`config.mk`:
```
export PLATFORM = sky130hd
export DESIGN_NAME = edge_word_subword_search_core_flat
export DESIGN_NICKNAME = d
export VERILOG_FILES = /design/src/hdl/ewss_pkg.sv /design/src/hdl/ewss_if.sv /design/src/hdl/edge_word_subword_search_core.sv /design/src/hdl/ewss_front.sv /design/src/hdl/ewss_queue.sv /design/src/hdl/ewss_back.sv /design/src/flat_wrapper.sv
export VERILOG_INCLUDE_DIRS = /design/src /design/src/hdl
export SDC_FILE = /design/constraint.sdc
export NUM_CORES = 1
export LEC_CHECK = 0
export BUFFER_PORTS_ARGS = -buffer_cell sky130_fd_sc_hd__clkbuf_2
export CAP_MARGIN = 20
export CORE_MARGIN = 3
export CORE_UTILIZATION = 54
export DETAILED_ROUTE_END_ITERATION = 16
export PLACE_DENSITY = 0.7
export SYNTH_ARGS = -nofsm -noshare
export SYNTH_HDL_FRONTEND = slang
export SYNTH_HIERARCHICAL = 1
export SYNTH_SLANG_ARGS = --single-unit
```
`constraint.sdc`:
```
create_clock -name clk -period 51.5 [get_ports clk]
set_input_delay 10.3 -clock clk [delete_from_list [all_inputs] [get_ports clk]]
set_output_delay 10.3 -clock clk [all_outputs]
set_load 0.005 [all_outputs]
```
`src/hdl/edge_word_subword_search_core_macros.svh`:
```
// assertion macros for the edge word subword search core
`ifndef EDGE_WORD_SUBWORD_SEARCH_CORE_MACROS_SVH
`define EDGE_WORD_SUBWORD_SEARCH_CORE_MACROS_SVH

`ifndef SYNTHESIS

// same-cycle implication, disabled while in reset
`define EWSS_ASSERT_IMP(label, clk, rst_n, ante, cons) \
    label: assert property (@(posedge clk) disable iff (!rst_n) (ante) |-> (cons)) \
        else $error("same-cycle check failed");

// next-cycle implication, disabled while in reset
`define EWSS_ASSERT_NXT(label, clk, rst_n, ante, cons) \
    label: assert property (@(posedge clk) disable iff (!rst_n) (ante) |=> (cons)) \
        else $error("next-cycle check failed");

`else

`define EWSS_ASSERT_IMP(label, clk, rst_n, ante, cons)
`define EWSS_ASSERT_NXT(label, clk, rst_n, ante, cons)

`endif

`endif

```
`src/hdl/ewss_pkg.sv`:
```
// shared constants and types of the edge word subword search core
package ewss_pkg;

    localparam int PATTERN_MAX = 16;
    localparam int WORD_MAX    = 65536;
    localparam int EDGE_BITS   = 32;

    localparam int POS_W  = 16;
    localparam int PLEN_W = $clog2(PATTERN_MAX + 1);
    localparam int CNT_W  = $clog2(WORD_MAX + 2);
    localparam int CMP_W  = (CNT_W > PLEN_W) ? CNT_W : PLEN_W;

    localparam int QUEUE_DEPTH = 2;
    localparam int QPTR_W      = (QUEUE_DEPTH > 1) ? $clog2(QUEUE_DEPTH) : 1;
    localparam int QCNT_W      = $clog2(QUEUE_DEPTH + 1);

    typedef enum logic [1:0]
    {
        CMD_LOAD_FIRST,
        CMD_LOAD_NEXT,
        CMD_WORD,
        CMD_WORD_END
    } cmd_kind_t;

    typedef struct packed
    {
        cmd_kind_t              kind;
        logic [EDGE_BITS-1:0]   edge_id;
    } cmd_t;

    typedef struct packed
    {
        logic [QCNT_W-1:0]  count;
        logic               full;
        logic               empty;
    } q_status_t;

endpackage

```
`src/hdl/ewss_if.sv`:
```
// valid/ready channel interfaces of the edge word subword search core
interface ewss_in_if;
    logic                           valid;
    logic                           ready;
    logic                           operation;
    logic [ewss_pkg::EDGE_BITS-1:0] edge_req;
    logic                           last;

    modport source (output valid, output operation, output edge_req, output last,
                    input ready);
    modport sink   (input valid, input operation, input edge_req, input last,
                    output ready);
endinterface

interface ewss_out_if;
    logic                       valid;
    logic                       ready;
    logic                       found;
    logic [ewss_pkg::POS_W-1:0] position;
    logic                       overflow;

    modport source (output valid, output found, output position, output overflow,
                    input ready);
    modport sink   (input valid, input found, input position, input overflow,
                    output ready);
endinterface

interface ewss_cmd_if;
    logic             valid;
    logic             ready;
    ewss_pkg::cmd_t   payload;

    modport source (output valid, output payload, input ready);
    modport sink   (input valid, input payload, output ready);
endinterface

```
`src/hdl/edge_word_subword_search_core.sv`:
```
// top level of the edge word subword search core
//
// Finds the first place where a pattern of edge ids occurs as a contiguous
// run in a word of edge ids. Items arrive on req: operation 0 loads a pattern
// element, operation 1 feeds a word element, last closes the pattern or the
// word. A load that follows a closed pattern starts a new one. Up to 16
// pattern elements are kept; more set overflow and the pattern never
// matches. Each word element shifts a 16-entry window that is compared
// against the pattern in all lanes at once; word elements past 65536 take no
// part in matching and set overflow. Only the word's last element produces a
// transfer on rsp, carrying found, the zero-based start position (0 if not
// found) and overflow. Every item passes through the back end once, so
// the block sustains one transfer per clock on req while rsp takes its
// results; a result reaches rsp through the front register, the two-entry
// command queue and the result register. The block keeps taking items while
// a result waits on rsp until the queue and the front register fill. No
// clearing pass is needed after reset.
module edge_word_subword_search_core
(
    input  logic         clk,
    input  logic         rst_n,
    ewss_in_if.sink      req,
    ewss_out_if.source   rsp
);
    import ewss_pkg::*;

    `include "edge_word_subword_search_core_macros.svh"

    // front to queue, and queue to back command channels
    ewss_cmd_if  cmd_ch ();
    ewss_cmd_if  qout_ch ();
    q_status_t   q_stat;
    logic        back_word_end;

    ewss_front u_front
    (
        .clk   (clk),
        .rst_n (rst_n),
        .req   (req),
        .cmd   (cmd_ch.source)
    );

    ewss_queue u_queue
    (
        .clk     (clk),
        .rst_n   (rst_n),
        .push_ch (cmd_ch.sink),
        .pop_ch  (qout_ch.source),
        .status  (q_stat)
    );

    ewss_back u_back
    (
        .clk   (clk),
        .rst_n (rst_n),
        .cmd   (qout_ch.sink),
        .rsp   (rsp)
    );

    // closing word element taken by the back end this cycle
    assign back_word_end = qout_ch.valid && qout_ch.ready
                           && (qout_ch.payload.kind == CMD_WORD_END);

    // an accepted item is always held by the front register on the next cycle
    `EWSS_ASSERT_NXT(a_front_holds, clk, rst_n, req.valid && req.ready, cmd_ch.valid)

    // the back end never pulls from an empty queue
    `EWSS_ASSERT_IMP(a_pop_nonempty, clk, rst_n, qout_ch.valid && qout_ch.ready, !q_stat.empty)

    // a result appears only after a closing word element reached the back end
    `EWSS_ASSERT_IMP(a_result_source, clk, rst_n, $rose(rsp.valid), $past(back_word_end))

endmodule

```
`src/hdl/ewss_front.sv`:
```
// front end: accepts items, tracks pattern framing and issues commands
module ewss_front
(
    input  logic         clk,
    input  logic         rst_n,
    ewss_in_if.sink      req,
    ewss_cmd_if.source   cmd
);
    import ewss_pkg::*;

    logic   valid_reg;
    logic   valid_next;
    cmd_t   cmd_reg;
    cmd_t   cmd_next;
    logic   open_reg;
    logic   open_next;
    logic   take;

    always_comb
    begin
        req.ready  = !valid_reg || cmd.ready;
        take       = req.valid && req.ready;
        valid_next = valid_reg;
        cmd_next   = cmd_reg;
        open_next  = open_reg;
        if (take)
        begin
            valid_next       = 1'b1;
            cmd_next.edge_id = req.edge_req;
            if (req.operation)
            begin
                cmd_next.kind = req.last ? CMD_WORD_END : CMD_WORD;
            end
            else
            begin
                // a load while no pattern is open starts a fresh pattern
                cmd_next.kind = open_reg ? CMD_LOAD_NEXT : CMD_LOAD_FIRST;
                open_next     = !req.last;
            end
        end
        else if (cmd.ready)
        begin
            valid_next = 1'b0;
        end
    end

    always_ff @(posedge clk or negedge rst_n)
    begin
        if (!rst_n)
        begin
            valid_reg <= 1'b0;
            open_reg  <= 1'b0;
        end
        else
        begin
            valid_reg <= valid_next;
            open_reg  <= open_next;
        end
    end

    always_ff @(posedge clk)
    begin
        cmd_reg <= cmd_next;
    end

    assign cmd.valid   = valid_reg;
    assign cmd.payload = cmd_reg;

endmodule

```
`src/hdl/ewss_queue.sv`:
```
// short command queue between front and back
module ewss_queue
(
    input  logic                 clk,
    input  logic                 rst_n,
    ewss_cmd_if.sink             push_ch,
    ewss_cmd_if.source           pop_ch,
    output ewss_pkg::q_status_t  status
);
    import ewss_pkg::*;

    cmd_t               mem [QUEUE_DEPTH];
    logic [QPTR_W-1:0]  wr_ptr_reg;
    logic [QPTR_W-1:0]  wr_ptr_next;
    logic [QPTR_W-1:0]  rd_ptr_reg;
    logic [QPTR_W-1:0]  rd_ptr_next;
    logic [QCNT_W-1:0]  count_reg;
    logic [QCNT_W-1:0]  count_next;
    logic               push;
    logic               pop;

    function automatic logic [QPTR_W-1:0] ptr_inc(input logic [QPTR_W-1:0] p);
        logic [QPTR_W-1:0] r;
        if (p == QPTR_W'(QUEUE_DEPTH - 1))
        begin
            r = '0;
        end
        else
        begin
            r = p + QPTR_W'(1);
        end
        return r;
    endfunction

    always_comb
    begin
        status.count   = count_reg;
        status.full    = (count_reg == QCNT_W'(QUEUE_DEPTH));
        status.empty   = (count_reg == '0);
        push_ch.ready  = !status.full;
        pop_ch.valid   = !status.empty;
        pop_ch.payload = mem[rd_ptr_reg];
        push           = push_ch.valid && push_ch.ready;
        pop            = pop_ch.valid && pop_ch.ready;
        wr_ptr_next    = push ? ptr_inc(wr_ptr_reg) : wr_ptr_reg;
        rd_ptr_next    = pop ? ptr_inc(rd_ptr_reg) : rd_ptr_reg;
        count_next     = count_reg;
        if (push && !pop)
        begin
            count_next = count_reg + QCNT_W'(1);
        end
        else if (pop && !push)
        begin
            count_next = count_reg - QCNT_W'(1);
        end
    end

    always_ff @(posedge clk or negedge rst_n)
    begin
        if (!rst_n)
        begin
            wr_ptr_reg <= '0;
            rd_ptr_reg <= '0;
            count_reg  <= '0;
        end
        else
        begin
            wr_ptr_reg <= wr_ptr_next;
            rd_ptr_reg <= rd_ptr_next;
            count_reg  <= count_next;
        end
    end

    always_ff @(posedge clk)
    begin
        if (push)
        begin
            mem[wr_ptr_reg] <= push_ch.payload;
        end
    end

endmodule

```
`src/hdl/ewss_back.sv`:
```
// back end: pattern shift line, word window, parallel compare and result register
module ewss_back
(
    input  logic         clk,
    input  logic         rst_n,
    ewss_cmd_if.sink     cmd,
    ewss_out_if.source   rsp
);
    import ewss_pkg::*;

    // pattern held newest-first so that entry j lines up with window entry j
    logic [EDGE_BITS-1:0]   pat_reg  [PATTERN_MAX];
    logic [EDGE_BITS-1:0]   pat_next [PATTERN_MAX];
    logic [EDGE_BITS-1:0]   win_reg  [PATTERN_MAX];
    logic [EDGE_BITS-1:0]   win_next [PATTERN_MAX];
    logic [PLEN_W-1:0]      plen_reg;
    logic [PLEN_W-1:0]      plen_next;
    logic                   too_long_reg;
    logic                   too_long_next;
    logic [CNT_W-1:0]       wc_reg;
    logic [CNT_W-1:0]       wc_next;
    logic [CNT_W-1:0]       wc_inc;
    logic                   seen_reg;
    logic                   seen_next;
    logic [POS_W-1:0]       start_reg;
    logic [POS_W-1:0]       start_next;
    logic                   out_valid_reg;
    logic                   out_valid_next;
    logic                   found_reg;
    logic                   found_next;
    logic [POS_W-1:0]       pos_reg;
    logic [POS_W-1:0]       pos_next;
    logic                   ovf_reg;
    logic                   ovf_next;
    logic [PATTERN_MAX-1:0] lane_ok;
    logic                   fire;
    logic                   is_word;
    logic                   in_range;
    logic                   hit_now;
    logic [CMP_W-1:0]       wc_cmp;
    logic [CMP_W-1:0]       plen_cmp;

    always_comb
    begin
        cmd.ready = !out_valid_reg || rsp.ready;
        fire      = cmd.valid && cmd.ready;
        is_word   = (cmd.payload.kind == CMD_WORD) || (cmd.payload.kind == CMD_WORD_END);

        win_next[0] = cmd.payload.edge_id;
        pat_next[0] = cmd.payload.edge_id;
        for (int k = 1; k < PATTERN_MAX; k++)
        begin
            win_next[k] = win_reg[k-1];
            pat_next[k] = pat_reg[k-1];
        end

        // one comparator per lane, lanes past the pattern length always pass
        for (int j = 0; j < PATTERN_MAX; j++)
        begin
            lane_ok[j] = (PLEN_W'(j) >= plen_reg) || (win_next[j] == pat_reg[j]);
        end

        wc_inc   = (wc_reg <= CNT_W'(WORD_MAX)) ? wc_reg + CNT_W'(1) : wc_reg;
        in_range = (wc_inc <= CNT_W'(WORD_MAX));
        wc_cmp   = CMP_W'(wc_inc);
        plen_cmp = CMP_W'(plen_reg);
        hit_now  = in_range && !seen_reg && !too_long_reg && (wc_cmp >= plen_cmp)
                   && (plen_reg != '0) && (&lane_ok);

        plen_next      = plen_reg;
        too_long_next  = too_long_reg;
        wc_next        = wc_reg;
        seen_next      = seen_reg;
        start_next     = start_reg;
        found_next     = found_reg;
        pos_next       = pos_reg;
        ovf_next       = ovf_reg;
        out_valid_next = rsp.ready ? 1'b0 : out_valid_reg;

        if (fire)
        begin
            case (cmd.payload.kind)
                CMD_LOAD_FIRST:
                begin
                    plen_next     = PLEN_W'(1);
                    too_long_next = 1'b0;
                end
                CMD_LOAD_NEXT:
                begin
                    if (plen_reg < PLEN_W'(PATTERN_MAX))
                    begin
                        plen_next = plen_reg + PLEN_W'(1);
                    end
                    else
                    begin
                        too_long_next = 1'b1;
                    end
                end
                CMD_WORD, CMD_WORD_END:
                begin
                    wc_next = wc_inc;
                    if (hit_now)
                    begin
                        seen_next  = 1'b1;
                        start_next = POS_W'(wc_cmp - plen_cmp);
                    end
                    if (cmd.payload.kind == CMD_WORD_END)
                    begin
                        out_valid_next = 1'b1;
                        found_next     = seen_next && !too_long_reg;
                        pos_next       = found_next ? start_next : '0;
                        ovf_next       = too_long_reg || !in_range;
                        wc_next        = '0;
                        seen_next      = 1'b0;
                        start_next     = '0;
                    end
                end
                default:
                begin
                    plen_next = plen_reg;
                end
            endcase
        end
    end

    always_ff @(posedge clk or negedge rst_n)
    begin
        if (!rst_n)
        begin
            plen_reg      <= '0;
            too_long_reg  <= 1'b0;
            wc_reg        <= '0;
            seen_reg      <= 1'b0;
            start_reg     <= '0;
            out_valid_reg <= 1'b0;
        end
        else
        begin
            plen_reg      <= plen_next;
            too_long_reg  <= too_long_next;
            wc_reg        <= wc_next;
            seen_reg      <= seen_next;
            start_reg     <= start_next;
            out_valid_reg <= out_valid_next;
        end
    end

    always_ff @(posedge clk)
    begin
        found_reg <= found_next;
        pos_reg   <= pos_next;
        ovf_reg   <= ovf_next;
        if (fire && is_word)
        begin
            win_reg <= win_next;
        end
        // loads past capacity are dropped
        if (fire && ((cmd.payload.kind == CMD_LOAD_FIRST)
            || ((cmd.payload.kind == CMD_LOAD_NEXT) && (plen_reg < PLEN_W'(PATTERN_MAX)))))
        begin
            pat_reg <= pat_next;
        end
    end

    assign rsp.valid    = out_valid_reg;
    assign rsp.found    = found_reg;
    assign rsp.position = pos_reg;
    assign rsp.overflow = ovf_reg;

endmodule

```
`src/flat_wrapper.sv`:
```
// flat-port wrapper written by rule: the top's interface ports become plain ports
module edge_word_subword_search_core_flat import ewss_pkg::*;
  (clk, rst_n, req_valid, req_operation, req_edge_req, req_last, req_ready, rsp_valid, rsp_found, rsp_position, rsp_overflow, rsp_ready);
  ewss_in_if req_i ();
  ewss_out_if rsp_i ();
  input  logic clk;
  input  logic rst_n;
  input wire logic [$bits(req_i.valid)-1:0] req_valid;
  input wire logic [$bits(req_i.operation)-1:0] req_operation;
  input wire logic [$bits(req_i.edge_req)-1:0] req_edge_req;
  input wire logic [$bits(req_i.last)-1:0] req_last;
  output wire logic [$bits(req_i.ready)-1:0] req_ready;
  output wire logic [$bits(rsp_i.valid)-1:0] rsp_valid;
  output wire logic [$bits(rsp_i.found)-1:0] rsp_found;
  output wire logic [$bits(rsp_i.position)-1:0] rsp_position;
  output wire logic [$bits(rsp_i.overflow)-1:0] rsp_overflow;
  input wire logic [$bits(rsp_i.ready)-1:0] rsp_ready;
  assign req_i.valid = req_valid;
  assign req_i.operation = req_operation;
  assign req_i.edge_req = req_edge_req;
  assign req_i.last = req_last;
  assign req_ready = req_i.ready;
  assign rsp_valid = rsp_i.valid;
  assign rsp_found = rsp_i.found;
  assign rsp_position = rsp_i.position;
  assign rsp_overflow = rsp_i.overflow;
  assign rsp_i.ready = rsp_ready;
  edge_word_subword_search_core u_core (.clk(clk), .rst_n(rst_n), .req(req_i), .rsp(rsp_i));
endmodule
```
* After elaboration in Yosys (flattened, before gate mapping) *
Memories as Yosys holds them, arrays and structs flattened.
Index checks and enable logic that the tools add are counted.
W data, S select, Z words.

storage, ports and cells
  register bits after elaboration = 1091
  RAM bits = 68
  bits of input ports = 38
  output and inout bits = 20
  logic and storage cells = 183
  memories = 1

memory list
  memory              words  bits a word  read ports  clocked after memory_dff  write ports  RTL line          text
  u_core.u_queue.mem  2      34           1           0                         1            ewss_queue.sv:12  cmd_t mem [QUEUE_DEPTH];

cells by class
  $add $sub $neg = 7
  $lt $le $gt $ge = 20
  equality and inequality tests = 23
  mux-type cells = 27
  bitwise operators = 1
  reduce and logical (&&, ||, !) cells = 57

operators by type and width
  operator                 count
  $eq A32 B32 Y1           16
  $ge A4 B5 Y1 const A     8
  $le A17 B17 Y1 const B   2
  $mux W17                 2
  $mux W16                 2
  $logic_or A1 B1 Y1       21
  $ge A3 B5 Y1 const A     4
  $add A17 B1 Y17 const B  1
  $ge A17 B5 Y1            1
  $mux W1                  17
  $reduce_and A16 Y1       1
  $sub A16 B5 Y16          1
  $logic_and A1 B1 Y1      14
  $ge A1 B5 Y1 const A     2
  $ge A2 B5 Y1 const A     2
  $logic_not A1 Y1         10
  $pmux W5 S2              1
  $reduce_and A3 Y1        3
  $eq A2 B2 Y1 const B     3
  $mux W2                  3
  $add A5 B1 Y5 const B    1
  $lt A5 B5 Y1 const B     1
  $mux W5                  1
  $reduce_bool A5 Y1       1
  12 further kinds         17

* Logic depth before layout (Yosys ltp) *
  depth after elaboration = 12
  mapped depth = 20

* By module *
Netlist, hierarchy kept.

by module, submodules not included
  module      instances  cells an instance  area each (µm²)  sequential area each (µm²)
  ewss_back   1          2082               39095.0          31355.1
  ewss_queue  1          126                2819.0           2142.1
  ewss_front  1          43                 1137.3           1071.0

* Least setup slack after synthesis *
Ideal clock, no wire load.

  path type = input to register
  start = input rsp_ready
  end = register u_core.u_back.plen_reg[0]
  library setup time = 0.226 ns
  arrival time = 51.675 ns
  setup slack = -0.402 ns
  stages = 4
  path buffers = 0
  cell sequence = nand2b_1 nand2_1 a211oi_1 mux2_2

between the ends
  longest elaborated chain between the ends = 3

RTL lines
  item                                RTL line            text
  from (decl)                         flat_wrapper.sv:17  input wire logic [$bits(rsp_i.ready)-1:0] rsp_ready;
  $logic_or A1 B1 Y1                  ewss_back.sv:45     cmd.ready = !out_valid_reg || rsp.ready;
  $logic_and A1 B1 Y1                 n/a
  $reduce_and A3 Y1 (no source line)  n/a
  to (signal assigned)                ewss_back.sv:139    plen_reg <= plen_next;
  to (decl)                           ewss_back.sv:16     logic [PLEN_W-1:0] plen_reg;

Every way passes these cells.
A chain may end at the register's enable or synchronous reset.

* Worst setup path in the final report *
  start = input rsp_ready
  end = register u_core.u_back.win_reg (netlist bit u_core/u_back/win_next[358]) (enable)

between the ends
  longest elaborated chain between the ends = 3

RTL lines
  item                            RTL line          text
  $logic_or A1 B1 Y1              ewss_back.sv:45
  named net u_core.qout_ch.ready  ewss_if.sv:30     logic ready;
  $logic_and A1 B1 Y1             n/a
  $logic_and A1 B1 Y1             ewss_back.sv:153  if (fire && is_word)
  to (signal assigned)            ewss_back.sv:155  win_reg <= win_next;
  to (decl)                       ewss_back.sv:14   logic [EDGE_BITS-1:0] win_reg [PATTERN_MAX];

The timed path passes the listed nets, and every way through them passes these cells.

==> impl_summary.log <==
[metrics] status: finished with violations
[metrics] violations in the final reports: slew limit
[metrics] clock tree buffer depth: 3
[metrics] number of rows created at floorplan: 102
[metrics] clock period minus final worst setup slack: 13.55 ns
[metrics] data required time of the worst path: 51.76 ns
[metrics] CTS H-Tree Depth: 3
[metrics] average cell area after synthesis: 19.14 um2
[metrics] number of warnings reported in the yosys synthesis log: 6
[metrics] quantity of I/O buffers inserted on ports: 57
[metrics] critical path endpoint category: flip-flop
[metrics] number of routed nets with antenna violations: 0
[metrics] power density normalized to cell area: 76.16 mW/mm2
[metrics] clock insertion delay at the later pin of the skew report: 0.66 ns
[metrics] Die Ht: 288.3 um
[metrics] area growth from synthesis to layout: 11.97%
[metrics] clock tree from TritonCTS: yes
[metrics] Max stage delay cell, worst path: sky130_fd_sc_hd__buf_4
[metrics] crit path launch type: input port
[metrics] NumNets Final: 2452
[metrics] average routed wire per standard cell: 21.15 um
[metrics] chip width: 288.3 um
[metrics] starting density of the core: 55.02%
[metrics] number of buffers created by CTS: 112
[metrics] worst-path maximum fanout: 99
[metrics] Slew Viols, Final: 63
[metrics] utilization of the core after routing: 61.61%
[metrics] share of power burned in the clock network: 21.2%
[metrics] Sequential Power Share: 55.0%
[metrics] Total Die Area: 0.08313 mm2
[metrics] Int Pwr: 2.500 mW
[metrics] hold buffer count at cts: 0
[metrics] unrepaired setup endpoints after global routing: false
[metrics] Gates resized, CTS repair: 0
[metrics] setup TNS: 0 ns
[metrics] overall routed net length: 74800 um
[metrics] Slew @ Worst Pin: 1.538 ns
[metrics] Diodes inserted: 0
[metrics] number of DRC markers in iteration 0: 1168
[metrics] number of vias per cell: 5.264
[metrics] crit-path max cell delay: 0.93 ns
[metrics] arrival time of the worst setup path: 13.81 ns
[metrics] Setup Fix Bufs, Post-CTS: 0
[metrics] cell count after synthesis: 2249
[metrics] Worst path most repeated cell: sky130_fd_sc_hd__buf_4
[metrics] initial antenna violation count: 1
[metrics] Mapped Area: 0.04304 mm2
[metrics] final hold violation count: 0
[metrics] Remaining Overflow, GRT: 0
[metrics] max-cap check violation count: 0
[metrics] clock slew at reported path FFs: 0.06 ns
[metrics] final setup violation count: 0
[metrics] cells along the critical path: clkbuf_2, nand2b_1, nand3_1, inv_8, buf_4, buf_4
[metrics] combinational share of power: 23.8%
[metrics] net switching power: 1.170 mW
[metrics] Core Box Area: 0.07823 mm2
[metrics] class of the most critical hold timing path: flip-flop to flip-flop
[metrics] Highest Clock Rate: 73.80 MHz
[metrics] synthesized net count: 2298
[metrics] fill count: 5430
[metrics] Boundary Pins: 58
[metrics] Leakage Power: 15.88 nW
[metrics] Total GRT Usage: 18.35%
[metrics] master cell of the clock root buffer: sky130_fd_sc_hd__clkbuf_16
[metrics] Crit Path Class: input port to flip-flop
[metrics] drt drc: 0
[metrics] Net Sw Frac: 31.88%
[metrics] fraction of final layout cells with drive strength greater than 1: 11.94%
[metrics] Peak VDD IR: 0.07536 mV
[metrics] first drt pass iteration count: 5
[metrics] worst setup skew after layout: 0.01981 ns
[metrics] vias in the first global route: 19604
[metrics] Total Power Consumption: 3.671 mW
[metrics] placer congestion estimate: 0.9160
[metrics] Rel. slew slack: -2.526%
[metrics] post-DP HPWL: 52120 um
[metrics] number of vias after detailed routing: 18615
[metrics] number of sinks handled by clock tree synthesis: 1159
[metrics] largest net degree at the start of global routing: 223
[metrics] global-route wire length before repair: 113300 um
[metrics] period utilization: 26.31%
[worst max-delay path: cells and delay by family]
kind | cells | cell delay [ns]
and+or+nand+nor | 2 | 0.72
buffers and inverters | 4 | 2.67
[area by class of cell]
class | count | area, um2 | area share [%]
repair buffers | 71 | 455.4 | 0.9449
well taps | 1040 | 1301 | 2.700
clock inverters | 67 | 636.9 | 1.321
clock buffers | 140 | 2928 | 6.075
multi-input cells | 1040 | 8228 | 17.07
inverters | 19 | 78.83 | 0.1635
flip-flops and latches | 1159 | 34570 | 71.72
[power groups by stage]
stage | Clock [mW] | Sequential (mW) | Combinational [mW]
after detailed placement | 0 | 2.04 | 0.883
after global placement | 0 | 2.02 | 0.866
after CTS | 0.794 | 2.02 | 0.888
final | 0.778 | 2.02 | 0.873
after global routing | 0.833 | 2.07 | 0.940
after floorplan | 0 | 2.24 | 0.598
[worst paths after layout]
check	start	end	slack [ns]	cells after the start
max	rsp_ready	u_core/u_back/win_next[358]	37.95	6
min	u_core/u_front/cmd.payload[21]	u_core/u_queue/mem[0][21]	0.45	0
max reg2reg	u_core/u_back/wc_reg[1]	u_core/u_back/start_reg[0]	46.60	17
min reg2reg	u_core/u_front/cmd.payload[21]	u_core/u_queue/mem[0][21]	0.45	0
max in group asynchronous	rst_n	u_core/u_queue/rd_ptr_reg	41.26	2
min in group asynchronous	rst_n	u_core/u_back/start_reg[9]	9.77	2
[metrics by stage]
step	area (um2)	hold slack (ns)	worst slack, ns	instances
global placement	44580	0.4271	37.30	3327
finish	48200	0.4492	37.95	3536
detailed placement	44580	0.4336	37.24	3327
CTS	48140	0.4477	37.92	3534
global route	48200	0.4617	37.66	3536
floorplan	43050	0.4215	18.41	2249
[layer usage]
layer	GRT usage (%)	wire [um]
met1	20.34	27550
met3	2.534	2514
met4	9.802	4161
met2	34.14	40580
met5	0	0
[cells in the final DEF, fill, tap and decap left out, types with 7 or more instances in the layout]
cell	n
sky130_fd_sc_hd__nor3_1	10
sky130_fd_sc_hd__clkbuf_1	26
sky130_fd_sc_hd__o31ai_1	8
sky130_fd_sc_hd__o2bb2ai_1	7
sky130_fd_sc_hd__nand3_1	10
sky130_fd_sc_hd__clkinv_1	25
sky130_fd_sc_hd__a21oi_1	30
sky130_fd_sc_hd__edfxtp_1	1112
sky130_fd_sc_hd__mux2_4	29
sky130_fd_sc_hd__buf_4	10
sky130_fd_sc_hd__clkinv_2	18
sky130_fd_sc_hd__bufinv_16	10
sky130_fd_sc_hd__xor2_1	234
sky130_fd_sc_hd__ha_1	10
sky130_fd_sc_hd__nor4_1	80
sky130_fd_sc_hd__mux2_2	7
sky130_fd_sc_hd__clkbuf_16	112
sky130_fd_sc_hd__clkbuf_2	57
sky130_fd_sc_hd__nand4_1	94
sky130_fd_sc_hd__nand2_1	65
sky130_fd_sc_hd__inv_1	18
sky130_fd_sc_hd__o21ai_0	23
sky130_fd_sc_hd__dfrtp_1	46
sky130_fd_sc_hd__xnor2_1	310
sky130_fd_sc_hd__o2bb2ai_2	9
sky130_fd_sc_hd__nor2_1	28
Note: power is estimated with default switching activity, not from simulation.
